$ cat config.mk
export PLATFORM = sky130hd
export DESIGN_NAME = day_night_switch_detector_unit
export DESIGN_NICKNAME = d
export VERILOG_FILES = /design/src/rtl/dnsd_pkg.sv /design/src/rtl/dnsd_front.sv /design/src/rtl/dnsd_div.sv /design/src/rtl/dnsd_back.sv /design/src/rtl/day_night_switch_detector_unit.sv
export SDC_FILE = /design/constraint.sdc
export NUM_CORES = 2
export LEC_CHECK = 0
export ABC_AREA = 1
export BUFFER_PORTS_ARGS = -buffer_cell sky130_fd_sc_hd__clkbuf_2
export CAP_MARGIN = 20
export CELL_PAD_IN_SITES_DETAIL_PLACEMENT = 0
export CELL_PAD_IN_SITES_GLOBAL_PLACEMENT = 2
export CORE_MARGIN = 5
export CORE_UTILIZATION = 30
export CTS_CLUSTER_SIZE = 28
export DETAILED_ROUTE_END_ITERATION = 8
export GPL_ROUTABILITY_DRIVEN = 0
export GPL_TIMING_DRIVEN = 0
export MAX_ROUTING_LAYER = met4
export PLACE_DENSITY = 0.72
export SLEW_MARGIN = 20
export SYNTH_ARGS = -nofsm -noshare
export SYNTH_HDL_FRONTEND = slang
export SYNTH_HIERARCHICAL = 1
export SYNTH_SLANG_ARGS = --single-unit
$ cat constraint.sdc
create_clock -name clk_i -period 12.8 [get_ports clk_i]
set_input_delay 0.64 -clock clk_i [delete_from_list [all_inputs] [get_ports clk_i]]
set_output_delay 0.64 -clock clk_i [all_outputs]
set_load 0.05 [all_outputs]
$ cat src/rtl/dnsd_pkg.sv
`default_nettype none

package dnsd_pkg;

  // item kinds
  typedef enum logic {
    OpSample = 1'b0,
    OpSync   = 1'b1
  } op_e;

  // result event kinds
  typedef enum logic [1:0] {
    EvNone   = 2'd0,
    EvStart  = 2'd1,
    EvCancel = 2'd2
  } event_e;

  // configuration register indexes
  typedef enum logic [2:0] {
    RegSens      = 3'd0,
    RegWhiteDay  = 3'd1,
    RegRedDay    = 3'd2,
    RegWhiteRg   = 3'd3,
    RegWhiteBg   = 3'd4,
    RegRedRg     = 3'd5,
    RegRedBg     = 3'd6
  } reg_idx_e;

  // runtime scene codes
  localparam logic [2:0] SceneWhite = 3'd1;
  localparam logic [2:0] SceneIr    = 3'd2;
  localparam logic [2:0] SceneOff   = 3'd4;

  localparam int unsigned TableSize = 8;
  localparam logic [2:0]  DefaultSens = 3'd2;
  localparam logic [7:0]  BlackLumLimit = 8'd5;
  localparam logic [31:0] BlackExpLimit = 32'd200000;

  // config reset values
  localparam logic [39:0] RstWhiteDay = 40'd40000000;
  localparam logic [39:0] RstRedDay   = 40'd10000000;
  localparam logic [23:0] RstWhiteRg  = 24'd160;
  localparam logic [23:0] RstWhiteBg  = 24'd185;
  localparam logic [23:0] RstRedRg    = 24'd240;
  localparam logic [23:0] RstRedBg    = 24'd240;

  // one queued item, already classified by the front
  typedef struct packed {
    op_e         op;
    logic [31:0] exposure;
    logic [7:0]  ave_lum;
    logic        pitch_black;
    logic [23:0] num_r;
    logic [23:0] num_b;
    logic [15:0] den;
    logic        sync_night;
    logic [2:0]  sync_scene;
  } cmd_t;

  // configuration write
  typedef struct packed {
    logic        we;
    logic [2:0]  idx;
    logic [39:0] wdata;
  } cfg_wr_t;

  // day-to-night brightness thresholds by sensitivity
  function automatic logic [39:0] day_thr(input logic [2:0] idx);
    logic [39:0] thr;
    unique case (idx)
      3'd0: thr = 40'd160000000;
      3'd1: thr = 40'd155000000;
      3'd2: thr = 40'd150000000;
      3'd3: thr = 40'd125000000;
      3'd4: thr = 40'd100000000;
      3'd5: thr = 40'd80000000;
      3'd6: thr = 40'd60000000;
      default: thr = 40'd40000000;
    endcase
    return thr;
  endfunction

endpackage

`default_nettype wire

$ cat src/rtl/dnsd_front.sv
`default_nettype none

module dnsd_front (
  input  wire logic                clk_i,
  input  wire logic                rst_ni,
  input  wire logic                push,
  output logic                     full,
  input  wire logic                op_i,
  input  wire logic [31:0]         exposure_i,
  input  wire logic [7:0]          ave_lum_i,
  input  wire logic [15:0]         sum_red_i,
  input  wire logic [15:0]         sum_green_i,
  input  wire logic [15:0]         sum_blue_i,
  input  wire logic                sync_night_i,
  input  wire logic [2:0]          sync_scene_i,
  output logic                     cmd_valid_o,
  output dnsd_pkg::cmd_t           cmd_o,
  input  wire logic                cmd_pop_i
);

  localparam int unsigned Depth = 2;
  localparam int unsigned PtrW  = $clog2(Depth);
  localparam int unsigned CntW  = $clog2(Depth + 1);

  dnsd_pkg::cmd_t   mem_q [Depth];
  dnsd_pkg::cmd_t   cls;
  logic [PtrW-1:0]  wr_ptr_q, rd_ptr_q;
  logic [CntW-1:0]  cnt_q;
  logic             accept;

  // classify the incoming item
  always_comb begin
    cls.op          = dnsd_pkg::op_e'(op_i);
    cls.exposure    = exposure_i;
    cls.ave_lum     = ave_lum_i;
    cls.pitch_black = (ave_lum_i < dnsd_pkg::BlackLumLimit) &&
                      (exposure_i > dnsd_pkg::BlackExpLimit);
    cls.num_r       = {sum_red_i, 8'h00};
    cls.num_b       = {sum_blue_i, 8'h00};
    cls.den         = (sum_green_i == 16'd0) ? 16'd1 : sum_green_i;
    cls.sync_night  = sync_night_i;
    cls.sync_scene  = sync_scene_i;
  end

  assign full        = (cnt_q == CntW'(Depth));
  assign accept      = push && !full;
  assign cmd_valid_o = (cnt_q != '0);
  assign cmd_o       = mem_q[rd_ptr_q];

  // queue storage
  always_ff @(posedge clk_i) begin
    if (accept) begin
      mem_q[wr_ptr_q] <= cls;
    end
  end

  // queue pointers and fill count
  always_ff @(posedge clk_i or negedge rst_ni) begin
    if (!rst_ni) begin
      wr_ptr_q <= '0;
      rd_ptr_q <= '0;
      cnt_q    <= '0;
    end else begin
      if (accept) begin
        wr_ptr_q <= (wr_ptr_q == PtrW'(Depth - 1)) ? '0 : wr_ptr_q + 1'b1;
      end
      if (cmd_pop_i) begin
        rd_ptr_q <= (rd_ptr_q == PtrW'(Depth - 1)) ? '0 : rd_ptr_q + 1'b1;
      end
      priority if (accept && !cmd_pop_i) begin
        cnt_q <= cnt_q + 1'b1;
      end else if (!accept && cmd_pop_i) begin
        cnt_q <= cnt_q - 1'b1;
      end
    end
  end

endmodule

`default_nettype wire

$ cat src/rtl/dnsd_div.sv
`default_nettype none

module dnsd_div (
  input  wire logic        clk_i,
  input  wire logic        rst_ni,
  input  wire logic        start_i,
  input  wire logic [23:0] dividend_i,
  input  wire logic [15:0] divisor_i,
  output logic             done_o,
  output logic [23:0]      quot_o
);

  localparam int unsigned Steps = 24;
  localparam int unsigned CntW  = $clog2(Steps + 1);

  logic [CntW-1:0] cnt_q;
  logic            done_q;
  logic [23:0]     quo_q;
  logic [15:0]     rem_q;
  logic [15:0]     dvs_q;
  logic [16:0]     trial;
  logic [16:0]     diff;
  logic            fits;

  // one restoring step per cycle
  assign trial = {rem_q, quo_q[23]};
  assign diff  = trial - {1'b0, dvs_q};
  assign fits  = (trial >= {1'b0, dvs_q});

  // operand and partial result registers
  always_ff @(posedge clk_i) begin
    if (start_i) begin
      quo_q <= dividend_i;
      rem_q <= '0;
      dvs_q <= divisor_i;
    end else if (cnt_q != '0) begin
      quo_q <= {quo_q[22:0], fits};
      rem_q <= fits ? diff[15:0] : trial[15:0];
    end
  end

  // step counter
  always_ff @(posedge clk_i or negedge rst_ni) begin
    if (!rst_ni) begin
      cnt_q  <= '0;
      done_q <= 1'b0;
    end else if (start_i) begin
      cnt_q  <= CntW'(Steps);
      done_q <= 1'b0;
    end else if (cnt_q != '0) begin
      cnt_q  <= cnt_q - 1'b1;
      done_q <= (cnt_q == CntW'(1));
    end
  end

  assign done_o = done_q;
  assign quot_o = quo_q;

endmodule

`default_nettype wire

$ cat src/rtl/dnsd_back.sv
`default_nettype none

module dnsd_back #(
  parameter int unsigned SENS_LEVELS = 8
) (
  input  wire logic              clk_i,
  input  wire logic              rst_ni,
  input  wire dnsd_pkg::cfg_wr_t cfg_i,
  input  wire logic              cmd_valid_i,
  input  wire dnsd_pkg::cmd_t    cmd_i,
  output logic                   cmd_pop_o,
  output logic                   empty,
  input  wire logic              pop,
  output logic [1:0]             event_kind_o,
  output logic                   suggested_night_o,
  output logic                   cancelled_target_night_o
);

  localparam logic [4:0] SensLim = 5'(SENS_LEVELS);
  localparam logic [4:0] TabLim  = 5'(dnsd_pkg::TableSize);

  typedef enum logic [1:0] {
    StIdle,
    StDiv,
    StDecide,
    StPost
  } state_e;

  state_e       state_q;

  // configuration
  logic [3:0]   sens_q;
  logic [39:0]  white_day_q, red_day_q;
  logic [23:0]  white_rg_q, white_bg_q, red_rg_q, red_bg_q;

  // detector state
  logic         acc_night_q;
  logic [2:0]   scene_q;
  logic         pend_q;
  logic         tgt_q;

  // item in flight
  logic [39:0]  bright_q;
  logic         black_q;
  logic [39:0]  prod;

  // pending result
  logic [1:0]   kind_q;
  logic         sugg_q, canc_q;
  logic         res_valid_q;

  // dividers
  logic         div_start;
  logic         rg_done, bg_done;
  logic [23:0]  rg_quot, bg_quot;

  logic [2:0]   thr_idx;
  logic [39:0]  thr;
  logic         met;
  logic         target;
  logic         take;

  assign take      = (state_q == StIdle) && cmd_valid_i;
  assign cmd_pop_o = take;
  assign div_start = take && (cmd_i.op == dnsd_pkg::OpSample);
  assign prod      = 40'(cmd_i.exposure) * 40'(cmd_i.ave_lum);

  dnsd_div u_div_rg (
    .clk_i      (clk_i),
    .rst_ni     (rst_ni),
    .start_i    (div_start),
    .dividend_i (cmd_i.num_r),
    .divisor_i  (cmd_i.den),
    .done_o     (rg_done),
    .quot_o     (rg_quot)
  );

  dnsd_div u_div_bg (
    .clk_i      (clk_i),
    .rst_ni     (rst_ni),
    .start_i    (div_start),
    .dividend_i (cmd_i.num_b),
    .divisor_i  (cmd_i.den),
    .done_o     (bg_done),
    .quot_o     (bg_quot)
  );

  // switch condition for the current accepted state
  always_comb begin
    thr_idx = ({1'b0, sens_q} < SensLim && {1'b0, sens_q} < TabLim) ?
              sens_q[2:0] : dnsd_pkg::DefaultSens;
    thr     = dnsd_pkg::day_thr(thr_idx);
    target  = !acc_night_q;
    if (!acc_night_q) begin
      met = (bright_q > thr) || black_q;
    end else if (scene_q == dnsd_pkg::SceneWhite) begin
      met = (bright_q < white_day_q) && (rg_quot < white_rg_q) && (bg_quot < white_bg_q);
    end else if (scene_q >= dnsd_pkg::SceneIr && scene_q <= dnsd_pkg::SceneOff) begin
      met = (bright_q < red_day_q) && (rg_quot < red_rg_q) && (bg_quot < red_bg_q);
    end else begin
      met = 1'b0;
    end
  end

  // configuration registers
  always_ff @(posedge clk_i or negedge rst_ni) begin
    if (!rst_ni) begin
      sens_q      <= '0;
      white_day_q <= dnsd_pkg::RstWhiteDay;
      red_day_q   <= dnsd_pkg::RstRedDay;
      white_rg_q  <= dnsd_pkg::RstWhiteRg;
      white_bg_q  <= dnsd_pkg::RstWhiteBg;
      red_rg_q    <= dnsd_pkg::RstRedRg;
      red_bg_q    <= dnsd_pkg::RstRedBg;
    end else if (cfg_i.we) begin
      unique case (cfg_i.idx)
        dnsd_pkg::RegSens:     sens_q      <= cfg_i.wdata[3:0];
        dnsd_pkg::RegWhiteDay: white_day_q <= cfg_i.wdata;
        dnsd_pkg::RegRedDay:   red_day_q   <= cfg_i.wdata;
        dnsd_pkg::RegWhiteRg:  white_rg_q  <= cfg_i.wdata[23:0];
        dnsd_pkg::RegWhiteBg:  white_bg_q  <= cfg_i.wdata[23:0];
        dnsd_pkg::RegRedRg:    red_rg_q    <= cfg_i.wdata[23:0];
        dnsd_pkg::RegRedBg:    red_bg_q    <= cfg_i.wdata[23:0];
        default: ;
      endcase
    end
  end

  // sample operands
  always_ff @(posedge clk_i) begin
    if (div_start) begin
      bright_q <= prod;
      black_q  <= cmd_i.pitch_black;
    end
  end

  // sequencer, detector state and result register
  always_ff @(posedge clk_i or negedge rst_ni) begin
    if (!rst_ni) begin
      state_q                  <= StIdle;
      acc_night_q              <= 1'b0;
      scene_q                  <= '0;
      pend_q                   <= 1'b0;
      tgt_q                    <= 1'b0;
      kind_q                   <= dnsd_pkg::EvNone;
      sugg_q                   <= 1'b0;
      canc_q                   <= 1'b0;
      res_valid_q              <= 1'b0;
      event_kind_o             <= dnsd_pkg::EvNone;
      suggested_night_o        <= 1'b0;
      cancelled_target_night_o <= 1'b0;
    end else begin
      // result valid: set on post, cleared on pop
      if (state_q == StPost && (!res_valid_q || pop)) begin
        res_valid_q <= 1'b1;
      end else if (pop && res_valid_q) begin
        res_valid_q <= 1'b0;
      end
      unique case (state_q)
        StIdle: begin
          if (take) begin
            if (cmd_i.op == dnsd_pkg::OpSync) begin
              acc_night_q <= cmd_i.sync_night;
              scene_q     <= cmd_i.sync_scene;
              pend_q      <= 1'b0;
              tgt_q       <= 1'b0;
              kind_q      <= dnsd_pkg::EvNone;
              sugg_q      <= 1'b0;
              canc_q      <= 1'b0;
              state_q     <= StPost;
            end else begin
              state_q <= StDiv;
            end
          end
        end
        StDiv: begin
          if (rg_done && bg_done) begin
            state_q <= StDecide;
          end
        end
        StDecide: begin
          kind_q <= dnsd_pkg::EvNone;
          sugg_q <= 1'b0;
          canc_q <= 1'b0;
          priority if (!pend_q) begin
            if (met) begin
              pend_q <= 1'b1;
              tgt_q  <= target;
              kind_q <= dnsd_pkg::EvStart;
              sugg_q <= target;
            end
          end else if (met && tgt_q == target) begin
            kind_q <= dnsd_pkg::EvNone;
          end else if (!met) begin
            kind_q <= dnsd_pkg::EvCancel;
            sugg_q <= acc_night_q;
            canc_q <= tgt_q;
            pend_q <= 1'b0;
            tgt_q  <= 1'b0;
          end else begin
            tgt_q  <= target;
            kind_q <= dnsd_pkg::EvStart;
            sugg_q <= target;
          end
          state_q <= StPost;
        end
        StPost: begin
          if (!res_valid_q || pop) begin
            event_kind_o             <= kind_q;
            suggested_night_o        <= sugg_q;
            cancelled_target_night_o <= canc_q;
            state_q                  <= StIdle;
          end
        end
        default: state_q <= StIdle;
      endcase
    end
  end

  assign empty = !res_valid_q;

  // a waiting result is never overwritten
  a_post_hold: assert property (@(posedge clk_i) disable iff (!rst_ni)
    (state_q == StPost && res_valid_q && !pop) |=> (state_q == StPost))
    else $error("result register overwritten");

  // items are taken from the queue only when present
  a_pop_valid: assert property (@(posedge clk_i) disable iff (!rst_ni)
    cmd_pop_o |-> cmd_valid_i)
    else $error("pop from empty item queue");

  // both ratios are ready when deciding
  a_div_ready: assert property (@(posedge clk_i) disable iff (!rst_ni)
    (state_q == StDecide) |-> (rg_done && bg_done))
    else $error("decision before ratios ready");

  // no candidate target without a pending candidate
  a_tgt_clear: assert property (@(posedge clk_i) disable iff (!rst_ni)
    !pend_q |-> !tgt_q)
    else $error("stale candidate target");

endmodule

`default_nettype wire

$ cat src/rtl/day_night_switch_detector_unit.sv
`default_nettype none

// a sync item goes from the queue straight to the post state; a sample item first
// passes the divide state (24 steps of both parallel ratio dividers) and decide;
// posting waits on an unread result; the next item is taken only after posting;
// a 2-entry item queue accepts items while the back end is busy
// reset: asynchronous active low; clears queue, result, detector state to day,
// and loads config register reset values

module day_night_switch_detector_unit #(
  parameter int unsigned SENS_LEVELS = 8
) (
  input  wire logic        clk_i,
  input  wire logic        rst_ni,
  input  wire logic        push,
  output logic             full,
  input  wire logic        op_i,
  input  wire logic [31:0] exposure_i,
  input  wire logic [7:0]  ave_lum_i,
  input  wire logic [15:0] sum_red_i,
  input  wire logic [15:0] sum_green_i,
  input  wire logic [15:0] sum_blue_i,
  input  wire logic        sync_night_i,
  input  wire logic [2:0]  sync_scene_i,
  output logic             empty,
  input  wire logic        pop,
  output logic [1:0]       event_kind_o,
  output logic             suggested_night_o,
  output logic             cancelled_target_night_o,
  input  wire logic        cfg_we_i,
  input  wire logic [2:0]  cfg_idx_i,
  input  wire logic [39:0] cfg_wdata_i
);

  logic              cmd_valid;
  logic              cmd_pop;
  dnsd_pkg::cmd_t    cmd;
  dnsd_pkg::cfg_wr_t cfg;

  // configuration write bundle
  assign cfg.we    = cfg_we_i;
  assign cfg.idx   = cfg_idx_i;
  assign cfg.wdata = cfg_wdata_i;

  dnsd_front u_front (
    .clk_i        (clk_i),
    .rst_ni       (rst_ni),
    .push         (push),
    .full         (full),
    .op_i         (op_i),
    .exposure_i   (exposure_i),
    .ave_lum_i    (ave_lum_i),
    .sum_red_i    (sum_red_i),
    .sum_green_i  (sum_green_i),
    .sum_blue_i   (sum_blue_i),
    .sync_night_i (sync_night_i),
    .sync_scene_i (sync_scene_i),
    .cmd_valid_o  (cmd_valid),
    .cmd_o        (cmd),
    .cmd_pop_i    (cmd_pop)
  );

  dnsd_back #(
    .SENS_LEVELS (SENS_LEVELS)
  ) u_back (
    .clk_i                    (clk_i),
    .rst_ni                   (rst_ni),
    .cfg_i                    (cfg),
    .cmd_valid_i              (cmd_valid),
    .cmd_i                    (cmd),
    .cmd_pop_o                (cmd_pop),
    .empty                    (empty),
    .pop                      (pop),
    .event_kind_o             (event_kind_o),
    .suggested_night_o        (suggested_night_o),
    .cancelled_target_night_o (cancelled_target_night_o)
  );

endmodule

`default_nettype wire
==> metrics.md <==
| Metric | Value |
|---|---|
| Startpoint Class | flip-flop |
| Ports | 147 |
| CP Capture Type | flip-flop |
| Final hold violations | 0 |
| Status | completed |
| Root Buffer | clkbuf_16 |
| Most used routing layer | met2 |
| Synth Area per Inst | 8.97 um^2 |
| Detailed Route Iter0 Violations | 1547 |
| Setup Buffers After CTS | 0 |
| Commonest non-fill, non-tap cell in the layout | nand2_1 |
| Sink Count | 554 |
| Most used flip-flop cell after synthesis | edfxtp_1 |
| Post-synth EDFFs | 309 |
| Vias | 27060 |
| Starting Density | 30.2% |
| Most frequent CP cell | fa_1 |
| GR Util met2 | 26.1% |
| RSZ-0062 raised after global routing | no |
| Commonest cells after routing, fill and taps aside | 1113 x nand2_1, 790 x inv_1, 309 x edfxtp_1, 295 x ha_1, 252 x o21ai_0 |
| Cell Area, Synth | between 30000 and 40000 um^2 |
| Register area share after synthesis | between 40% and 50% |
| Least-Margin Pin Slew | between 800 and 900 ps |
| Period utilization | 47.8% |
| Residual DRC | 0 |
| Synth warn | 6 |
| Net count, final | 5016 |
| Post-CTS sizing | 0 |
| CP peak stage delay | 550 ps |
| #FFs+latches synth | 554 |
| WS Path Type | reg -> reg |
| R2R Path End | u_back/bright_q[38] |
| Post-CTS Hold Fix Bufs | 1 |
| Routed vias/inst | between 4 and 5 |
| Detailed-route wire length | between 100000 and 150000 um |
| Post-synth cell types | 65 |
| Hold Crit Depth | 1 |
| HP Class | in -> reg |
| Critical path peak fanout | 10 |
| Maxcap violations | 0 |
| Die Height | between 300 and 400 um |
| Clk_lat worst skew | 660 ps |
| Antenna Violating Nets Remaining | 0 |
| Critical Path RT | 13270 ps |
| Asr flop ratio synth | between 30% and 40% |
| Port bufs | between 100 and 150 |
| M3 GR Usage | 2.44% |
| Slew Viols, Final | 0 |
| Synthesis-to-finish area growth | 14.8% |
| GRT Overall Usage | between 10% and 20% |
| First-pass GRT wire length | 167000 um |
| Largest net degree at the start of global routing | 84 |
| Bufs on Longest Clock Path | 3 |
| Worst-case reg-to-reg path depth | 21 |
| Ratio of cells with drive above 1 in the final layout | 12.7% |
| Full die area | 131000 um^2 |
| Vias in the first global route | ~27000 |
| Met1 Use GR | between 20% and 30% |
| Reg clk slew, reported paths | 60 ps |
| Reg-to-Reg Start | u_front/rd_ptr_q |
| Grt ovf | 0 |
| Critical Path AT | about 6600 ps |
| Gate Count Post-Synth | 4152 |
| Max Freq | between 150 and 200 MHz |
| Min Tclk post-route | 6120 ps |
| Worst Hold Endpoint | u_front/mem_q[1][24] |
| Drt first pass iters | 5 |
| Core area | 123000 um^2 |
| Slew HR | 44.8% |
| Row Count | 129 |
| DPL Wire Length | 84900 um |
| Final Util | 34.6% |
| TritonCTS clock tree | yes |
| Number of buffers created by CTS | 69 |
| Clk_skew | 28.2 ps |
| Final setup violation count | 0 |
| Setup TNS | 0 ps |
| Hold path startpoint | sum_blue_i[4] |
| R2r setup slk | between 6000 and 7000 ps |
| H-tree depth | 3 |
| Die W | 362 um |
| Slowest cell on the critical path | fa_1 |
| Crit-path cells | buf_6 > buf_8 > buf_6 > mux2_4 > clkbuf_1 > nand2_1 > inv_1 > fa_1 > inv_1 > fa_1 > fa_1 > fa_1 > inv_1 > ha_1 > nand2_1 > nor2_1 > nand2_1 > nor4_1 > nand3_1 > o2111ai_1 > xor2_1 |
| Initial antenna violation count | 7 |
| FILL cells | 12743 |
| Routed len/inst | 17.7 um |
how the worst max path moves through the flow:
stage | slack (ps) | end | depth (start not counted) | startpoint
3_3_place_gp | 4590 | u_front/mem_q[1][39] | 3 | push
4_1_cts | 6610 | u_back/bright_q[38] | 21 | u_front/rd_ptr_q
6_report | 6680 | u_back/bright_q[38] | 21 | u_front/rd_ptr_q
2_1_floorplan | 7390 | u_back/u_div_bg/quot_o[0] | 7 | u_front/rd_ptr_q
3_5_place_dp | 6630 | u_back/bright_q[35] | 22 | u_front/rd_ptr_q
5_1_grt | 6240 | u_back/bright_q[35] | 22 | u_front/rd_ptr_q
routing by layer:
layer	vias to the layer above	wire [um]
met5	-	0
met4	0	2320
met3	112	3990
met2	442	48400
met1	12939	53400
li1	13567	-
registers in the layout, indices dropped and copies added, names as in the netlist, 24 cells and up:
register,flops
u_back/white_bg_q,24
u_back/white_rg_q,24
u_back/red_rg_q,24
u_front/mem_q,188
u_back/white_day_q,40
u_back/u_div_bg/quot_o,24
u_back/u_div_rg/quot_o,24
u_back/red_bg_q,24
u_back/bright_q,40
u_back/red_day_q,40
per-stage QoR:
step                      area [um^2]  worst slack (ps)  std cells  hold slack [ps]
after floorplan                 37300              7390       4167              344
after global placement          40100              4590       5950              465
final                           42800              6680       6093              176
after detailed placement        40400              6630       5963              463
after global routing            42800              6240       6092              129
after CTS                       42800              6610       6090              100
area by class of cell:
cell class	count	area (um^2)	share of cell area (%)
Sequential cell	554	15300	35.7
Buffer	156	841	1.97
Multi-Input combinational cell	2655	18200	42.5
Clock inverter	43	510	1.19
Tap cell	1637	2050	4.79
Inverter	802	3010	7.04
Antenna cell	3	7.51	0.0176
Timing Repair Buffer	160	1040	2.42
Clock buffer	83	1830	4.28
synthesized netlist by cell type (47+ instances only):
cell | instances | area (um^2)
dfrtp_1 | 182 | 4550
edfxtp_1 | 309 | 9280
clkbuf_1 | 94 | 353
nand2_1 | 1113 | 4180
mux2_4 | 50 | 751
a21oi_1 | 140 | 701
nor2_1 | 169 | 634
nand3_1 | 119 | 596
mux2_2 | 47 | 529
inv_1 | 790 | 2970
fa_1 | 182 | 3640
ha_1 | 295 | 3690
o21ai_0 | 252 | 1260
worst max-delay path: cells and delay by family (launching register included):
| family | cells | cell delay [ps] |
|---|---|---|
| buffers and inverters | 7 | 1070 |
| multiplexers | 1 | 390 |
| flip-flops | 1 | 330 |
| XOR/XNOR | 1 | 240 |
| AO/OA/AOI/OAI | 1 | 140 |
| AND/OR/NAND/NOR | 6 | 1250 |
| adder cells (fa/ha/maj) | 5 | 2510 |
cells by family (layout without fill, tap and decap cells):
group	count (synthesis)	count (layout)	synth area share, %
other	1	19	0.0101
and+or+nand+nor	1542	1542	17.2
adders and majority gates	477	477	19.7
xor gates and xnor gates	55	55	1.35
DFF	554	554	41.0
muxes	97	97	3.44
buffers and inverters	958	1244	10.3
AOI/OAI and AO/OA	468	468	6.90
Power is not shown: default switching activity piles up to over one toggle a cycle in this logic, so the estimate is an artifact.
